===== src/hw/rtl/sjsd_pkg.sv =====
package sjsd_pkg;

    localparam int MAX_BEAMS_DEF = 2048;

    localparam int RANGE_W = 16;
    localparam int INDEX_W = 11;
    localparam int LEN_W   = 5;

    localparam logic [LEN_W-1:0] SEG_LEN_MAX = 5'd31;

    // configuration register indexes
    localparam logic [1:0] CFG_JUMP_THRESHOLD  = 2'd0;
    localparam logic [1:0] CFG_MAX_LENGTH      = 2'd1;
    localparam logic [1:0] CFG_MAX_START_RANGE = 2'd2;

    localparam logic [RANGE_W-1:0] JUMP_THRESHOLD_RST  = 16'd200;
    localparam logic [LEN_W-1:0]   MAX_LENGTH_RST      = 5'd15;
    localparam logic [RANGE_W-1:0] MAX_START_RANGE_RST = 16'd2500;

    typedef struct packed {
        logic [INDEX_W-1:0] start_index;
        logic [RANGE_W-1:0] start_range;
        logic [LEN_W-1:0]   run_length;
        logic               final_of_item;
    } t_result;

    // up to two results handed from the tracker to the output queue together
    typedef struct packed {
        logic [1:0] count;
        t_result    first;
        t_result    second;
    } t_push;

endpackage


===== src/hw/rtl/sjsd_outq.sv =====
module sjsd_outq (
    input  logic             i_clk,
    input  logic             i_rst_n,
    input  sjsd_pkg::t_push  i_push,
    input  logic             i_pop,
    output logic             o_valid,
    output sjsd_pkg::t_result o_head,
    output logic [1:0]       o_count
);

    sjsd_pkg::t_result r_q [2];
    sjsd_pkg::t_result n_q [2];
    logic [1:0]        r_cnt;
    logic [1:0]        n_cnt;
    logic [1:0]        base;

    always_comb begin
        n_q[0] = r_q[0];
        n_q[1] = r_q[1];
        base   = r_cnt - {1'b0, i_pop};
        if (i_pop) begin
            n_q[0] = r_q[1];
        end
        case (base)
            2'd0: begin
                if (i_push.count != 2'd0) begin
                    n_q[0] = i_push.first;
                end
                if (i_push.count == 2'd2) begin
                    n_q[1] = i_push.second;
                end
            end
            2'd1: begin
                if (i_push.count != 2'd0) begin
                    n_q[1] = i_push.first;
                end
            end
            default: ;
        endcase
        n_cnt = base + i_push.count;
    end

    always_ff @(posedge i_clk) begin
        r_q[0] <= n_q[0];
        r_q[1] <= n_q[1];
        if (!i_rst_n) begin
            r_cnt <= 2'd0;
        end else begin
            r_cnt <= n_cnt;
        end
    end

    assign o_valid = (r_cnt != 2'd0);
    assign o_head  = r_q[0];
    assign o_count = r_cnt;

    a_cnt_bound: assert property (@(posedge i_clk) disable iff (!i_rst_n)
        r_cnt <= 2'd2)
        else $error("output queue over capacity");

    a_no_overflow: assert property (@(posedge i_clk) disable iff (!i_rst_n)
        ({1'b0, i_push.count} + {1'b0, r_cnt}) <= (3'd2 + {2'b0, i_pop}))
        else $error("push into full output queue");

    // a non-final head always has its partner from the same item queued behind it
    a_pair_kept: assert property (@(posedge i_clk) disable iff (!i_rst_n)
        (r_cnt != 2'd0 && !r_q[0].final_of_item) |-> r_cnt == 2'd2)
        else $error("second result of an item lost");

endmodule


===== src/hw/rtl/scan_jump_segment_detector_core.sv =====
// Jump-distance segment detector for a laser range scan. Feed one range sample (mm) per item,
// with i_scan_end on the last sample of a scan; the first sample of each scan counts as zero.
// A step of at least jump_threshold opens a segment, which grows while neighbouring samples
// differ by less than the threshold; a closed segment no longer than max_length (runs saturate
// at 31) and starting no farther than max_start_range comes out as start index, start range and
// length. An item yields zero, one or two results; o_final_of_item marks the last of them.
// Each item passes through the input register and its results land in a two-entry output
// queue, so an item is accepted every cycle as long as items give at most one result each and
// i_stall stays low; an item giving two results can stall the input while the output channel
// drains, which it does at one result a cycle while i_stall is low. Configuration (index 0
// jump_threshold, 1 max_length, 2 max_start_range, others ignored) is always ready and must be
// written only while the block is idle.
module scan_jump_segment_detector_core #(
    parameter int MAX_BEAMS = sjsd_pkg::MAX_BEAMS_DEF
) (
    input  logic        i_clk,
    input  logic        i_rst_n,
    input  logic        i_valid,
    output logic        o_stall,
    input  logic [15:0] i_range_mm,
    input  logic        i_scan_end,
    output logic        o_valid,
    input  logic        i_stall,
    output logic [10:0] o_start_index,
    output logic [15:0] o_start_range,
    output logic [4:0]  o_run_length,
    output logic        o_final_of_item,
    input  logic        i_cfg_valid,
    output logic        o_cfg_ready,
    input  logic [1:0]  i_cfg_index,
    input  logic [15:0] i_cfg_data
);

    localparam int BW = $clog2(MAX_BEAMS);
    localparam logic [BW-1:0] BEAM_LAST = BW'(MAX_BEAMS - 1);

    // configuration
    logic [15:0] r_jump_threshold;
    logic [4:0]  r_max_length;
    logic [15:0] r_max_start_range;

    // input register
    logic        r_in_valid;
    logic [15:0] r_in_range;
    logic        r_in_last;

    // tracking state
    logic          r_in_seg,  n_in_seg;
    logic [15:0]   r_prev,    n_prev;
    logic [BW-1:0] r_beam,    n_beam;
    logic [BW-1:0] r_sidx,    n_sidx;
    logic [15:0]   r_srange,  n_srange;
    logic [4:0]    r_slen,    n_slen;

    logic [15:0]   diff;
    logic [15:0]   cmp;
    logic          taken;
    logic          rep_break;
    logic          rep_end;
    logic [BW+10:0] sidx_old_ext;
    logic [BW+10:0] sidx_new_ext;
    sjsd_pkg::t_result res_break;
    sjsd_pkg::t_result res_end;
    sjsd_pkg::t_push   push;
    sjsd_pkg::t_push   push_q;

    logic        fire;
    logic        accept;
    logic        pop;
    logic [1:0]  q_count;
    logic [2:0]  q_space;
    sjsd_pkg::t_result head;

    assign o_cfg_ready = 1'b1;

    always_ff @(posedge i_clk) begin
        if (!i_rst_n) begin
            r_jump_threshold  <= sjsd_pkg::JUMP_THRESHOLD_RST;
            r_max_length      <= sjsd_pkg::MAX_LENGTH_RST;
            r_max_start_range <= sjsd_pkg::MAX_START_RANGE_RST;
        end else if (i_cfg_valid) begin
            case (i_cfg_index)
                sjsd_pkg::CFG_JUMP_THRESHOLD:  r_jump_threshold  <= i_cfg_data;
                sjsd_pkg::CFG_MAX_LENGTH:      r_max_length      <= i_cfg_data[4:0];
                sjsd_pkg::CFG_MAX_START_RANGE: r_max_start_range <= i_cfg_data;
                default: ;
            endcase
        end
    end

    // segment tracking for the item in the input register
    always_comb begin
        n_in_seg  = r_in_seg;
        n_prev    = r_prev;
        n_beam    = r_beam;
        n_sidx    = r_sidx;
        n_srange  = r_srange;
        n_slen    = r_slen;
        taken     = 1'b0;
        rep_break = 1'b0;
        rep_end   = 1'b0;
        diff      = (r_prev > r_in_range) ? (r_prev - r_in_range) : (r_in_range - r_prev);
        cmp       = diff;

        if (r_beam == '0) begin
            n_in_seg = 1'b0;
            n_prev   = 16'd0;
        end else begin
            if (r_in_seg) begin
                if (diff < r_jump_threshold) begin
                    if (r_slen < sjsd_pkg::SEG_LEN_MAX) begin
                        n_slen = r_slen + 5'd1;
                    end
                    n_prev = r_in_range;
                    taken  = 1'b1;
                end else begin
                    // break: close, then judge this sample against zero
                    rep_break = (r_slen <= r_max_length) && (r_srange <= r_max_start_range);
                    n_in_seg  = 1'b0;
                    cmp       = r_in_range;
                end
            end
            if (!taken) begin
                if (cmp >= r_jump_threshold) begin
                    n_in_seg = 1'b1;
                    n_sidx   = r_beam;
                    n_srange = r_in_range;
                    n_slen   = 5'd1;
                end
                n_prev = r_in_range;
            end
        end

        if (r_in_last) begin
            if (n_in_seg) begin
                rep_end = (n_slen <= r_max_length) && (n_srange <= r_max_start_range);
            end
            n_in_seg = 1'b0;
            n_prev   = 16'd0;
            n_beam   = '0;
        end else if (r_beam < BEAM_LAST) begin
            n_beam = r_beam + {{(BW-1){1'b0}}, 1'b1};
        end
    end

    assign sidx_old_ext = {11'd0, r_sidx};
    assign sidx_new_ext = {11'd0, n_sidx};

    always_comb begin
        res_break.start_index   = sidx_old_ext[10:0];
        res_break.start_range   = r_srange;
        res_break.run_length    = r_slen;
        res_break.final_of_item = !rep_end;
        res_end.start_index     = sidx_new_ext[10:0];
        res_end.start_range     = n_srange;
        res_end.run_length      = n_slen;
        res_end.final_of_item   = 1'b1;

        push.count  = 2'd0;
        push.first  = res_end;
        push.second = res_end;
        if (rep_break && rep_end) begin
            push.count = 2'd2;
            push.first = res_break;
        end else if (rep_break) begin
            push.count = 2'd1;
            push.first = res_break;
        end else if (rep_end) begin
            push.count = 2'd1;
        end
    end

    assign pop     = o_valid && !i_stall;
    assign q_space = 3'd2 - {1'b0, q_count} + {2'b0, pop};
    assign fire    = r_in_valid && ({1'b0, push.count} <= q_space);
    assign o_stall = r_in_valid && !fire;
    assign accept  = i_valid && !o_stall;

    always_comb begin
        push_q = push;
        if (!fire) begin
            push_q.count = 2'd0;
        end
    end

    always_ff @(posedge i_clk) begin
        if (accept) begin
            r_in_range <= i_range_mm;
            r_in_last  <= i_scan_end;
        end
        if (!i_rst_n) begin
            r_in_valid <= 1'b0;
            r_in_seg   <= 1'b0;
            r_prev     <= 16'd0;
            r_beam     <= '0;
            r_sidx     <= '0;
            r_srange   <= 16'd0;
            r_slen     <= 5'd0;
        end else begin
            r_in_valid <= accept || (r_in_valid && !fire);
            if (fire) begin
                r_in_seg <= n_in_seg;
                r_prev   <= n_prev;
                r_beam   <= n_beam;
                r_sidx   <= n_sidx;
                r_srange <= n_srange;
                r_slen   <= n_slen;
            end
        end
    end

    sjsd_outq u_outq (
        .i_clk   (i_clk),
        .i_rst_n (i_rst_n),
        .i_push  (push_q),
        .i_pop   (pop),
        .o_valid (o_valid),
        .o_head  (head),
        .o_count (q_count)
    );

    assign o_start_index   = head.start_index;
    assign o_start_range   = head.start_range;
    assign o_run_length    = head.run_length;
    assign o_final_of_item = head.final_of_item;

    a_scan_restart: assert property (@(posedge i_clk) disable iff (!i_rst_n)
        (fire && r_in_last) |=> (r_beam == '0 && !r_in_seg))
        else $error("beam index not reset at scan end");

    a_stall_held: assert property (@(posedge i_clk) disable iff (!i_rst_n)
        o_stall |-> (r_in_valid && push.count != 2'd0))
        else $error("stall without pending results");

    a_seg_len: assert property (@(posedge i_clk) disable iff (!i_rst_n)
        r_in_seg |-> (r_slen != 5'd0))
        else $error("open segment with zero length");

endmodule

===== config.mk =====
export PLATFORM = sky130hd
export DESIGN_NAME = scan_jump_segment_detector_core
export DESIGN_NICKNAME = d
export VERILOG_FILES = /design/src/hw/rtl/sjsd_pkg.sv /design/src/hw/rtl/sjsd_outq.sv /design/src/hw/rtl/scan_jump_segment_detector_core.sv
export SDC_FILE = /design/constraint.sdc
export NUM_CORES = 1
export LEC_CHECK = 0
export ABC_AREA = 1
export BUFFER_PORTS_ARGS = -buffer_cell sky130_fd_sc_hd__buf_2
export CAP_MARGIN = 10
export CORE_MARGIN = 2
export CORE_UTILIZATION = 63
export CTS_BUF_LIST = sky130_fd_sc_hd__clkbuf_2 sky130_fd_sc_hd__clkbuf_4 sky130_fd_sc_hd__clkbuf_8
export CTS_CLUSTER_SIZE = 20
export DETAILED_ROUTE_END_ITERATION = 8
export GPL_ROUTABILITY_DRIVEN = 1
export PLACE_DENSITY_LB_ADDON = 0.2
export SLEW_MARGIN = 20
export SYNTH_ARGS = -nofsm -noshare
export SYNTH_HDL_FRONTEND = slang
export SYNTH_SLANG_ARGS = --single-unit

===== constraint.sdc =====
create_clock -name i_clk -period 11.87 [get_ports i_clk]
set_input_delay 3.561 -clock i_clk [delete_from_list [all_inputs] [get_ports i_clk]]
set_output_delay 3.561 -clock i_clk [all_outputs]
set_load 0.1 [all_outputs]

==> qor.log, run 1 <==
qor: synth.synth_top_area_share 21.09%
qor: routing.detail_route.drc_violations 0
qor: critical_path.worstPathRequired 8.31 ns
qor: die.rows 51
qor: die.die_width 145.6 um
qor: clocking.cts_htree_levels 4
qor: routing.detail_route.wl_per_cell 16.66 um
qor: critical_path.critPathCaptureType output pin
qor: synth.number_of_enable_type_register_cells_in_the_synthesized_netlist 50
qor: global_routing.grt_busiest_layer met2
qor: routing.detail_route.first_pass.iterations 6
qor: place.hpwlAfterDp 26850 um
qor: critical_path.critical_path.max_stage_delay 0.44 ns
qor: synth.synth_cell_types 50
qor: layout.area.growth.synth_to_final 11.67%
qor: synth.postSynthAreaPerCell 6.956 sq um
qor: routing.initial_drc_count 877
qor: place.gp_congestion 0.9715
qor: clocking.clk-insertion-delay-late 0.49 ns
qor: die.die-area 0.02119 sq mm
qor: die.coreArea 0.01959 sq mm
qor: timing.slew_headroom 30.27%
qor: place.dpl_worst_slack 0.2804 ns
qor: layout.final_layout_size_suffix_gt1_share 15.44%
qor: die.floorplan.initialDensity 64.45%
qor: layout.multiInputGateArea 0.007291 sq mm
qor: timing.report.final.setup_viol 0
qor: layout.mostFrequentLayoutCells nand2_1 (531), inv_1 (231), dfxtp_1 (133), nand3_1 (129), a21oi_1 (117)
qor: synth.syn_inst 1815
qor: clocking.number_of_buffers_created_by_cts 17
qor: timing.timing_worst_slew_pin_value 1.040 ns
qor: global_routing.grt.met3_usage 4.734%
qor: clocking.tritoncts yes
qor: clocking.cts_hold_buf 0
qor: place.buffer_ports.inserted 74
qor: critical_path.cell_family_with_the_largest_share_of_critical_path_delay simple AND/OR/NAND/NOR gates
qor: synth.synth_area_leaders dfxtp_1 (21%), nand2_1 (16%), edfxtp_1 (12%)
qor: global_routing.gr-usage-all-layers 32.92%
qor: layout.final_nets 2035
qor: job.cap_violations 0
qor: layout.fill_cells 1716
qor: critical_path.critical-path-top-cell-by-count nand2_1
qor: die.die_y 145.6 um
qor: die.num_io_pins 76
qor: timing.clock.fmax 87.20 MHz
qor: routing.vias_per_cell 5.593
qor: critical_path.worstPathArrival 7.91 ns
qor: synth.count_of_state_elements_after_synthesis 183
qor: timing.maxSlewViolCount 0
qor: hold_path.hold-path-cell-count 2
qor: routing.vias 12060
qor: synth.synthesized_netlist_net_count 1972
qor: power_and_ir_drop.peakVddDrop 0.0001279 V
qor: layout.layout_commonest_cell nand2_1
qor: critical_path.r2r.worst_path.cells 56
qor: clocking.clock_sink_count 183
qor: global_routing.met1_routing_resource_usage_after_global_routing 44.43%
qor: critical_path.path_buf_inv 10
qor: synth.synth-warning-count 0
qor: global_routing.total_congestion_overflow 0
qor: global_routing.vias_in_the_first_global_route 11120
qor: routing.detail_route.wirelength 35910 um
qor: clocking.clkSlewWorstSetupHoldPaths 0.10 ns
qor: critical_path.critical_path.max_fanout 11
qor: synth.mappedNetlistArea 0.01263 sq mm
qor: timing.setup_ws 0.4022 ns
qor: synth.synth_ff_type dfxtp_1
qor: layout.post-route-util 71.97%
qor: global_routing.use_met2 53.18%
qor: timing.final-hold-violation-count 0
qor: global_routing.grt_first_pass_wirelength 56090 um
qor: timing.post-route-period-util 96.61%
qor: critical_path.startpoint_kind_of_the_worst_setup_timing_path flop
qor: layout.insertedDiodeCount 0
qor: power_and_ir_drop.cellPowerDensity 179.8 mW/mm^2
qor: synth.synth-seq-area-share 32.98%
qor: critical_path.timing.critical_path.depth 51
qor: critical_path.worst_path_max_delay_cell edfxtp_1
qor: critical_path.timing.setup.critical_path_class flop to output pin
qor: timing.clock-skew-final 0.01386 ns
qor: hold_path.hold_class flop to flop
qor: timing.finalCriticalPeriod 11.47 ns
qor: power_and_ir_drop.total_leakage_power 7.050 nW
qor: timing.fin_setup_tns 0 ns
qor: layout.sequential_cell_area 0.004164 sq mm
qor: clocking.cts_max_path_buffers 2
qor: routing.final_antenna_net_count 0
qor: synth.synth_async_sr_flop_share 0%
qor: global_routing.number_of_antenna_violations_at_the_first_check_in_global_routing 0
qor: synth.synth_largest_area_cell dfxtp_1
qor: global_routing.maximum_number_of_pins_on_one_net_before_global_route_repair 53
qor: clocking.clk_root_buffer_cell clkbuf_8
qor: run_status.run_status finished, final reports clean
## repair_timing
item	in CTS	in global routing
resized for setup	7	81
cloned	1	2
setup endpoints to repair	1	1
buffers inserted	3	25
pin swaps	1	25
## kinds of logic after synthesis
logic type	Yosys count	share of synthesized area (%)
AO/OA/AOI/OAI	285	12.37
XOR/XNOR	25	1.734
AND/OR/NAND/NOR	855	29.19
buffers and inverters	349	11.98
other	1	0.02970
flip-flops	183	32.98
adder cells (fa/ha/maj)	117	11.71
## final timing paths
check	end	start	slack, ns
worst max-delay path	o_stall	r_in_range[0]	0.40
worst min-delay path	r_prev[15]	r_prev[15]	0.50
worst max register to register	u_outq.r_q[0][4]	r_in_range[0]	2.80
worst min register to register	r_prev[15]	r_prev[15]	0.50
## through the flow
step | total power, mW | instance area, sq um | hold slack, ns | std cells
6_report | 2.535 | 14100 | 0.4970 | 2156
5_1_grt | 2.677 | 14100 | 0.5216 | 2156
4_1_cts | 2.475 | 13540 | 0.4996 | 2128
3_5_place_dp | 2.022 | 13080 | 0.4839 | 2092
3_3_place_gp | 1.999 | 13080 | 0.4579 | 2092
2_1_floorplan | 1.836 | 12630 | 0.4482 | 1815
## Yosys cell counts, types with 2 or more instances
library cell  instances
and2_4                5
o21bai_1              4
clkinv_1              2
buf_2                19
o2111ai_1             2
o21a_1                4
nor3_1               13
nand3b_1              2
o211ai_1             18
o21ai_0              77
a21o_1                7
xnor2_1               4
buf_1                 2
ha_1                115
a21boi_0              2
clkbuf_2              2
o21ai_1              30
a21oi_2               3
nand2_2              17
nor2_2                4
nand4_1              32
a211oi_1              2
edfxtp_1             50
nor2_1               85
inv_1               239
fa_1                  2
clkbuf_1             35
inv_2                 8
nand3_4               2
xor2_1               21
dfxtp_1             133
a31oi_1               4
and2_1                8
nand3_1             132
nand3_2               3
nand2_1             544
nor4_1                2
buf_4                37
a21oi_1             129
buf_6                 5
## tightest hold or removal path, stage by stage (launching register included)
cell and delay (ns):
dfxtp_1 0.33, nand2_1 0.06, a21oi_1 0.06
## metal layers
layer | vias up | wire, um
li1 | 5975 | -
met1 | 5548 | 15730
met2 | 456 | 16480
met3 | 80 | 2334
met4 | 0 | 1372
met5 | - | 0
## final cells by class
cell class                 count  area share, %
multi-input combinational   1285          51.71
clock inverter                14          1.171
timing repair buffer         142          6.842
tap                          265          2.352
clock buffer                  18          1.713
inverter                     249          6.682
sequential                   183          29.53
## sequential cells by signal, indices dropped and copies added, names as in the netlist
name               count
r_beam                11
r_in_last              1
r_in_range            16
r_in_seg               1
r_in_valid             1
r_jump_threshold      16
r_max_length           5
r_max_start_range     16
r_prev                16
r_sidx                11
r_slen                 5
r_srange              16
u_outq.o_count         2
u_outq.r_q            66
## power by group
group | switching [mW] | internal (mW) | leakage (nW)
Clock | 0.256 | 0.196 | 0.201
Sequential | 0.0555 | 0.743 | 1.56
Combinational | 0.950 | 0.335 | 5.28
Total | 1.26 | 1.27 | 7.05
Note: power is estimated with default switching activity, not from simulation.
==> inputs of run 2 (changes only) <==
--- a/config.mk
+++ b/config.mk
@@ -18,4 +18,5 @@
 export SLEW_MARGIN = 20
 export SYNTH_ARGS = -nofsm -noshare
 export SYNTH_HDL_FRONTEND = slang
+export SYNTH_HIERARCHICAL = 1
 export SYNTH_SLANG_ARGS = --single-unit
==> run 2 against run 1 <==
Die area is 2.1% higher. Sequential cell count unchanged. Maximum frequency grew 1.1%. Sequential share of layout area grew 0.93 points. Synthesized cell count is 2.7% higher. First-iteration DRC count up 0.46%. Via count shrank 0.63%. Total power decreased by 0.46%. Cell count increased by 0.83%. Count of clock-buffer cells in the layout rose by 2. Critical endpoint unchanged.
==> qor.log, run 2 <==
qor: timing.final-hold-violation-count 0
qor: place.buffer_ports.inserted 74
qor: clocking.clk-insertion-delay-late 0.48 ns
qor: layout.final_nets 2047
qor: power_and_ir_drop.total_leakage_power 6.767 nW
qor: clocking.clock_sink_count 183
qor: synth.synth-seq-area-share 32.27%
qor: die.die_width 147.1 um
qor: layout.mostFrequentLayoutCells nand2_1 (569), inv_1 (263), a21oi_1 (144), dfxtp_1 (133), nand3_1 (124)
qor: job.cap_violations 0
qor: critical_path.worstPathArrival 7.78 ns
qor: critical_path.worstPathRequired 8.31 ns
qor: critical_path.critical_path.max_stage_delay 0.43 ns
qor: global_routing.total_congestion_overflow 0
qor: critical_path.regToRegSetupSlack 2.67 ns
qor: routing.detail_route.first_pass.iterations 8
qor: synth.mappedNetlistArea 0.01290 sq mm
qor: synth.synth-warning-count 6
qor: power_and_ir_drop.cellPowerDensity 184.6 mW/mm^2
qor: routing.vias_per_cell 5.512
qor: synth.synth_cell_types 48
qor: layout.layout_commonest_cell nand2_1
qor: timing.post-route-period-util 95.54%
qor: clocking.tritoncts yes
qor: die.coreArea 0.02017 sq mm
qor: die.num_io_pins 76
qor: hold_path.hold_class flop to flop
qor: clocking.cts_htree_levels 4
qor: routing.initial_drc_count 881
qor: clocking.number_of_buffers_created_by_cts 17
qor: synth.syn_inst 1864
qor: synth.synth_area_leaders dfxtp_1 (21%), nand2_1 (17%), edfxtp_1 (12%)
qor: layout.insertedDiodeCount 0
qor: synth.synth_ff_type dfxtp_1
qor: global_routing.maximum_number_of_pins_on_one_net_before_global_route_repair 69
qor: layout.stdcell_area 0.01367 sq mm
qor: routing.detail_route.wirelength 34990 um
qor: synth.number_of_enable_type_register_cells_in_the_synthesized_netlist 50
qor: global_routing.gr-usage-all-layers 32.01%
qor: synth.synth.most_common_cell nand2_1
qor: layout.post-route-util 67.77%
qor: layout.largest-register u_outq/r_q
qor: global_routing.vias_in_the_first_global_route 10950
qor: place.gp_congestion 1.035
qor: critical_path.critical_path.max_fanout 15
qor: die.die-area 0.02164 sq mm
qor: timing.slew_headroom 41.02%
qor: synth.synth_top_area_share 20.63%
qor: synth.count_of_state_elements_after_synthesis 183
qor: synth.most_frequent_cells_after_synthesis nand2_1 (571), inv_1 (264), a21oi_1 (147), dfxtp_1 (133), nand3_1 (124)
qor: critical_path.timing.setup.critical_path_class flop to output pin
qor: clocking.cts_hold_buf 0
qor: critical_path.critical-path-top-cell-by-count nand2_1
qor: critical_path.startpoint_kind_of_the_worst_setup_timing_path flop
qor: synth.postSynthAreaPerCell 6.923 sq um
qor: power_and_ir_drop.peakVddDrop 0.0001569 V
qor: layout.area.growth.synth_to_final 5.914%
qor: die.floorplan.initialDensity 63.98%
qor: global_routing.number_of_antenna_violations_at_the_first_check_in_global_routing 0
qor: timing.clock.fmax 88.18 MHz
qor: run_status.run_status finished, final reports clean
qor: critical_path.r2r.worst_path.cells 56
qor: die.die_y 147.1 um
qor: critical_path.worst_path_max_delay_cell edfxtp_1
qor: routing.final_antenna_net_count 0
qor: critical_path.critPathCaptureType output pin
qor: layout.final_layout_size_suffix_gt1_share 10.98%
qor: hold_path.hold-path-cell-count 2
qor: timing.finalCriticalPeriod 11.34 ns
qor: routing.detail_route.wl_per_cell 16.09 um
qor: clocking.clk_root_buffer_cell clkbuf_8
qor: clocking.cts_max_path_buffers 2
qor: routing.vias 11980
qor: synth.synth_async_sr_flop_share 0%
qor: timing.timing_worst_slew_pin_value 0.8827 ns
qor: global_routing.grt_first_pass_wirelength 55060 um
qor: synth.synth_largest_area_cell dfxtp_1
qor: timing.clock-skew-final 0.02367 ns
qor: clocking.clkSlewWorstSetupHoldPaths 0.09 ns
qor: timing.report.final.setup_viol 0
qor: timing.maxSlewViolCount 0
qor: place.hpwlAfterDp 26160 um
qor: place.detailed_place.area 0.01310 sq mm
qor: die.rows 52
qor: layout.largest_register_ff_count 66
qor: routing.detail_route.drc_violations 0
==> run 2: area by class of cell <==
class / count / area [sq um]
Sequential cell: 183 / 4164
Multi-Input combinational cell: 1304 / 7103
Fill cell: 1816 / 6501
Clock inverter: 12 / 115.1
Tap cell: 270 / 337.8
Inverter: 274 / 1031
Timing Repair Buffer: 111 / 660.6
Clock buffer: 20 / 256.5
==> run 2: what timing repair did <==
item / 4_1_cts / 5_1_grt
gates resized for setup: 0 / 19
endpoints found under the setup margin: 0 / 1
buffers inserted: 0 / 19
==> run 2: stage by stage <==
stage	instances	total power, mW	hold WS, ns	worst slack [ns]	TNS, ns
2_1_floorplan	1865	1.936	0.4491	0.7919	0
3_5_place_dp	2123	2.096	0.4755	0.5789	0
4_1_cts	2155	2.504	0.4895	0.05276	0
6_report	2174	2.524	0.4921	0.5293	0
3_3_place_gp	2123	2.073	0.4751	0.6611	0
5_1_grt	2174	2.677	0.5091	-0.04091	-0.04091
==> run 2: final timing paths <==
| path | start | to |
|---|---|---|
| worst min register to register | r_prev[10] | r_prev[10] |
| worst min-delay path | r_prev[10] | r_prev[10] |
| worst max register to register | r_in_range[3] | u_outq/r_q[0][30] |
| worst max-delay path | r_in_range[0] | o_stall |
==> run 2: critical path: cells and delay by family (launching register included) <==
kind | cells | cell delay (ns)
AOI/OAI and AO/OA | 8 | 1.17
adders and majority gates | 7 | 1.93
buffers and inverters | 8 | 1.07
DFF | 1 | 0.43
and+or+nand+nor | 24 | 2.71
==> run 2: per-layer routing <==
layer | up-vias | GRT usage (%) | part of all wire (%)
met4 | 0 | 14.04 | 4.3
met3 | 90 | 5.714 | 6.5
met1 | 5421 | 40.49 | 42
met5 | - | 0 | 0
met2 | 424 | 53.76 | 47
li1 | 6048 | - | -
==> run 2: logic make-up after synthesis <==
group / Yosys count / share of synthesized area [%]
AOI/OAI and AO/OA: 318 / 13.06
xor gates and xnor gates: 22 / 1.493
and+or+nand+nor: 846 / 28.53
buffers and inverters: 378 / 13.25
adders and majority gates: 116 / 11.36
other: 1 / 0.02906
DFF: 183 / 32.27
==> run 2: power by group <==
part	internal [mW]	leakage [nW]	total [mW]	switching [mW]
combinational	0.305	5.02	1.31	1.00
sequential	0.748	1.56	0.804	0.0558
clock	0.176	0.188	0.413	0.237
==> inputs of run 3 (changes only) <==
--- a/config.mk
+++ b/config.mk
@@ -6,7 +6,7 @@
 export NUM_CORES = 1
 export LEC_CHECK = 0
 export ABC_AREA = 1
-export BUFFER_PORTS_ARGS = -buffer_cell sky130_fd_sc_hd__buf_2
+export BUFFER_PORTS_ARGS = -buffer_cell sky130_fd_sc_hd__buf_4
 export CAP_MARGIN = 10
 export CORE_MARGIN = 2
 export CORE_UTILIZATION = 63
==> run 3 against run 2 <==
Via count grew 2.2%. Count of clock-buffer cells in the layout down 3. Maximum frequency shrank 0.80%. Routed wire length grew 3.8%. Global-route usage rose by 0.84 points. Largest power group unchanged.
==> qor.log, run 3 (same netlist as run 2, synthesis figures left out) <==
qor: run_status.run_status finished, final reports clean
qor: layout.largest-register u_outq/r_q
qor: clocking.number_of_buffers_created_by_cts 17
qor: timing.timing_worst_slew_pin_value 0.9185 ns
qor: die.die_y 147.1 um
qor: die.die_width 147.1 um
qor: place.hpwlAfterDp 26820 um
qor: die.coreArea 0.02017 sq mm
qor: timing.final_worst_hold_slack 0.4942 ns
qor: timing.clock.fmax 87.47 MHz
qor: layout.final_nets 2055
qor: hold_path.critical_hold_path_startpoint r_prev[15]
qor: timing.final-hold-violation-count 0
qor: clocking.clk-insertion-delay-late 0.48 ns
qor: global_routing.total_congestion_overflow 0
qor: critical_path.worst_path_max_delay_cell edfxtp_1
qor: clocking.tritoncts yes
qor: power_and_ir_drop.total_leakage_power 6.908 nW
qor: timing.setup_ws 0.4374 ns
qor: clocking.clkSlewWorstSetupHoldPaths 0.11 ns
qor: hold_path.hold-path-cell-count 2
qor: die.floorplan.initialDensity 63.98%
qor: die.rows 52
qor: critical_path.r2r.worst_path.cells 53
qor: routing.detail_route.drc_violations 0
qor: layout.post-route-util 69.75%
qor: die.die-area 0.02164 sq mm
qor: place.dpl_worst_slack 0.4964 ns
qor: clocking.clk_root_buffer_cell clkbuf_8
qor: layout.largest_register_ff_count 66
qor: layout.finish.cell_count_without_fillers 2182
qor: power_and_ir_drop.cellPowerDensity 188.5 mW/mm^2
qor: routing.detail_route.first_pass.iterations 6
qor: global_routing.number_of_antenna_violations_at_the_first_check_in_global_routing 0
qor: critical_path.critical_path.max_stage_delay 0.48 ns
qor: die.num_io_pins 76
qor: power_and_ir_drop.totalPowerFinal 2.652 mW
qor: global_routing.vias_in_the_first_global_route 11060
qor: timing.slew_headroom 38.62%
qor: routing.vias_per_cell 5.611
qor: critical_path.regToRegStartpoint r_in_range[1]
qor: routing.detail_route.wirelength 36320 um
qor: critical_path.timing.critical_path.from r_in_range[1]
qor: power_and_ir_drop.peakVddDrop 0.0001304 V
qor: timing.clock-skew-final 0.01679 ns
qor: critical_path.critPathCaptureType output pin
qor: critical_path.worstPathRequired 8.31 ns
qor: global_routing.gr-usage-all-layers 32.85%
qor: routing.detail_route.wl_per_cell 16.65 um
qor: hold_path.hold_class flop to flop
qor: clocking.cts_htree_levels 4
qor: routing.vias 12240
qor: layout.area.growth.synth_to_final 9.017%
qor: layout.layout_commonest_cell nand2_1
qor: routing.initial_drc_count 1041
qor: layout.final_layout_size_suffix_gt1_share 11.61%
qor: global_routing.maximum_number_of_pins_on_one_net_before_global_route_repair 69
qor: critical_path.regToRegSetupSlack 2.46 ns
qor: clocking.cts_hold_buf 0
qor: critical_path.critical_path.max_fanout 17
qor: layout.mostFrequentLayoutCells nand2_1 (566), inv_1 (263), a21oi_1 (144), dfxtp_1 (133), nand3_1 (124)
qor: timing.report.final.setup_viol 0
qor: layout.fill_cells 1784
qor: clocking.clock_sink_count 183
qor: layout.insertedDiodeCount 0
qor: place.placed_instances 2125
qor: timing.finalCriticalPeriod 11.43 ns
qor: critical_path.timing.setup.critical_path_class flop to output pin
qor: place.gp_congestion 1.012
qor: clocking.cts_max_path_buffers 2
qor: place.buffer_ports.inserted 74
qor: critical_path.startpoint_kind_of_the_worst_setup_timing_path flop
qor: critical_path.worstPathArrival 7.87 ns
qor: routing.final_antenna_net_count 0
qor: job.cap_violations 0
qor: global_routing.grt_first_pass_wirelength 56640 um
qor: critical_path.critical-path-top-cell-by-count nand2_1
qor: timing.post-route-period-util 96.32%
qor: timing.maxSlewViolCount 0
run 3: cell count changes in the layout (fill, tap and decap cells not counted), sizes merged:
cell / before / now
buf: 111 / 116
bufinv: 1 / 2
clkbuf: 20 / 17
clkinv: 5 / 4
inv: 278 / 281
nand2: 590 / 591
nand3: 128 / 129
nor2: 64 / 65
run 3: final timing paths:
| kind | endpoint |
|---|---|
| worst max-delay path | o_stall |
| worst min-delay path | r_prev[15] |
| worst max register to register | u_outq/r_q[0][47] |
| worst min register to register | r_prev[15] |
run 3: timing repair:
action	CTS	global route
buffers inserted	0	22
hold endpoints to repair	0	0
gates resized for setup	1	35
pin swaps	0	4
endpoints found under the setup margin	1	1
cloned	0	3
run 3: area by class of cell:
cell class | count | area (sq um) | area share [%]
tap | 270 | 337.8 | 2.401
sequential | 183 | 4164 | 29.60
multi-input combinational | 1307 | 7177 | 51.01
timing repair buffer | 116 | 903.4 | 6.421
clock inverter | 15 | 219.0 | 1.556
clock buffer | 17 | 234.0 | 1.663
inverter | 274 | 1033 | 7.346
run 3: per-stage QoR:
stage | TNS (ns) | area, sq um
2_1_floorplan | 0 | 12910
3_3_place_gp | 0 | 13300
3_5_place_dp | 0 | 13300
4_1_cts | 0 | 13750
5_1_grt | -0.01999 | 14070
6_report | 0 | 14070
run 3: power breakdown:
part,internal (mW),switching [mW]
clock network,0.205,0.279
registers,0.748,0.0612
logic,0.347,1.01
total,1.30,1.35
run 3: worst max-delay path, delay by kind of cell (launching register included):
kind                       cells  cell delay [ns]
buffers and inverters         10             1.11
DFF                            1             0.48
adders and majority gates      6             1.75
and+or+nand+nor               26             2.97
AOI/OAI and AO/OA              7             1.09
run 3: routing by layer:
layer,up-vias,part of all wire [%],global-route usage (%)
li1,6057,-,-
met2,506,46,54.95
met1,5579,42,42.86
met4,0,4.6,14.18
met5,-,0,0
met3,101,6.9,4.193
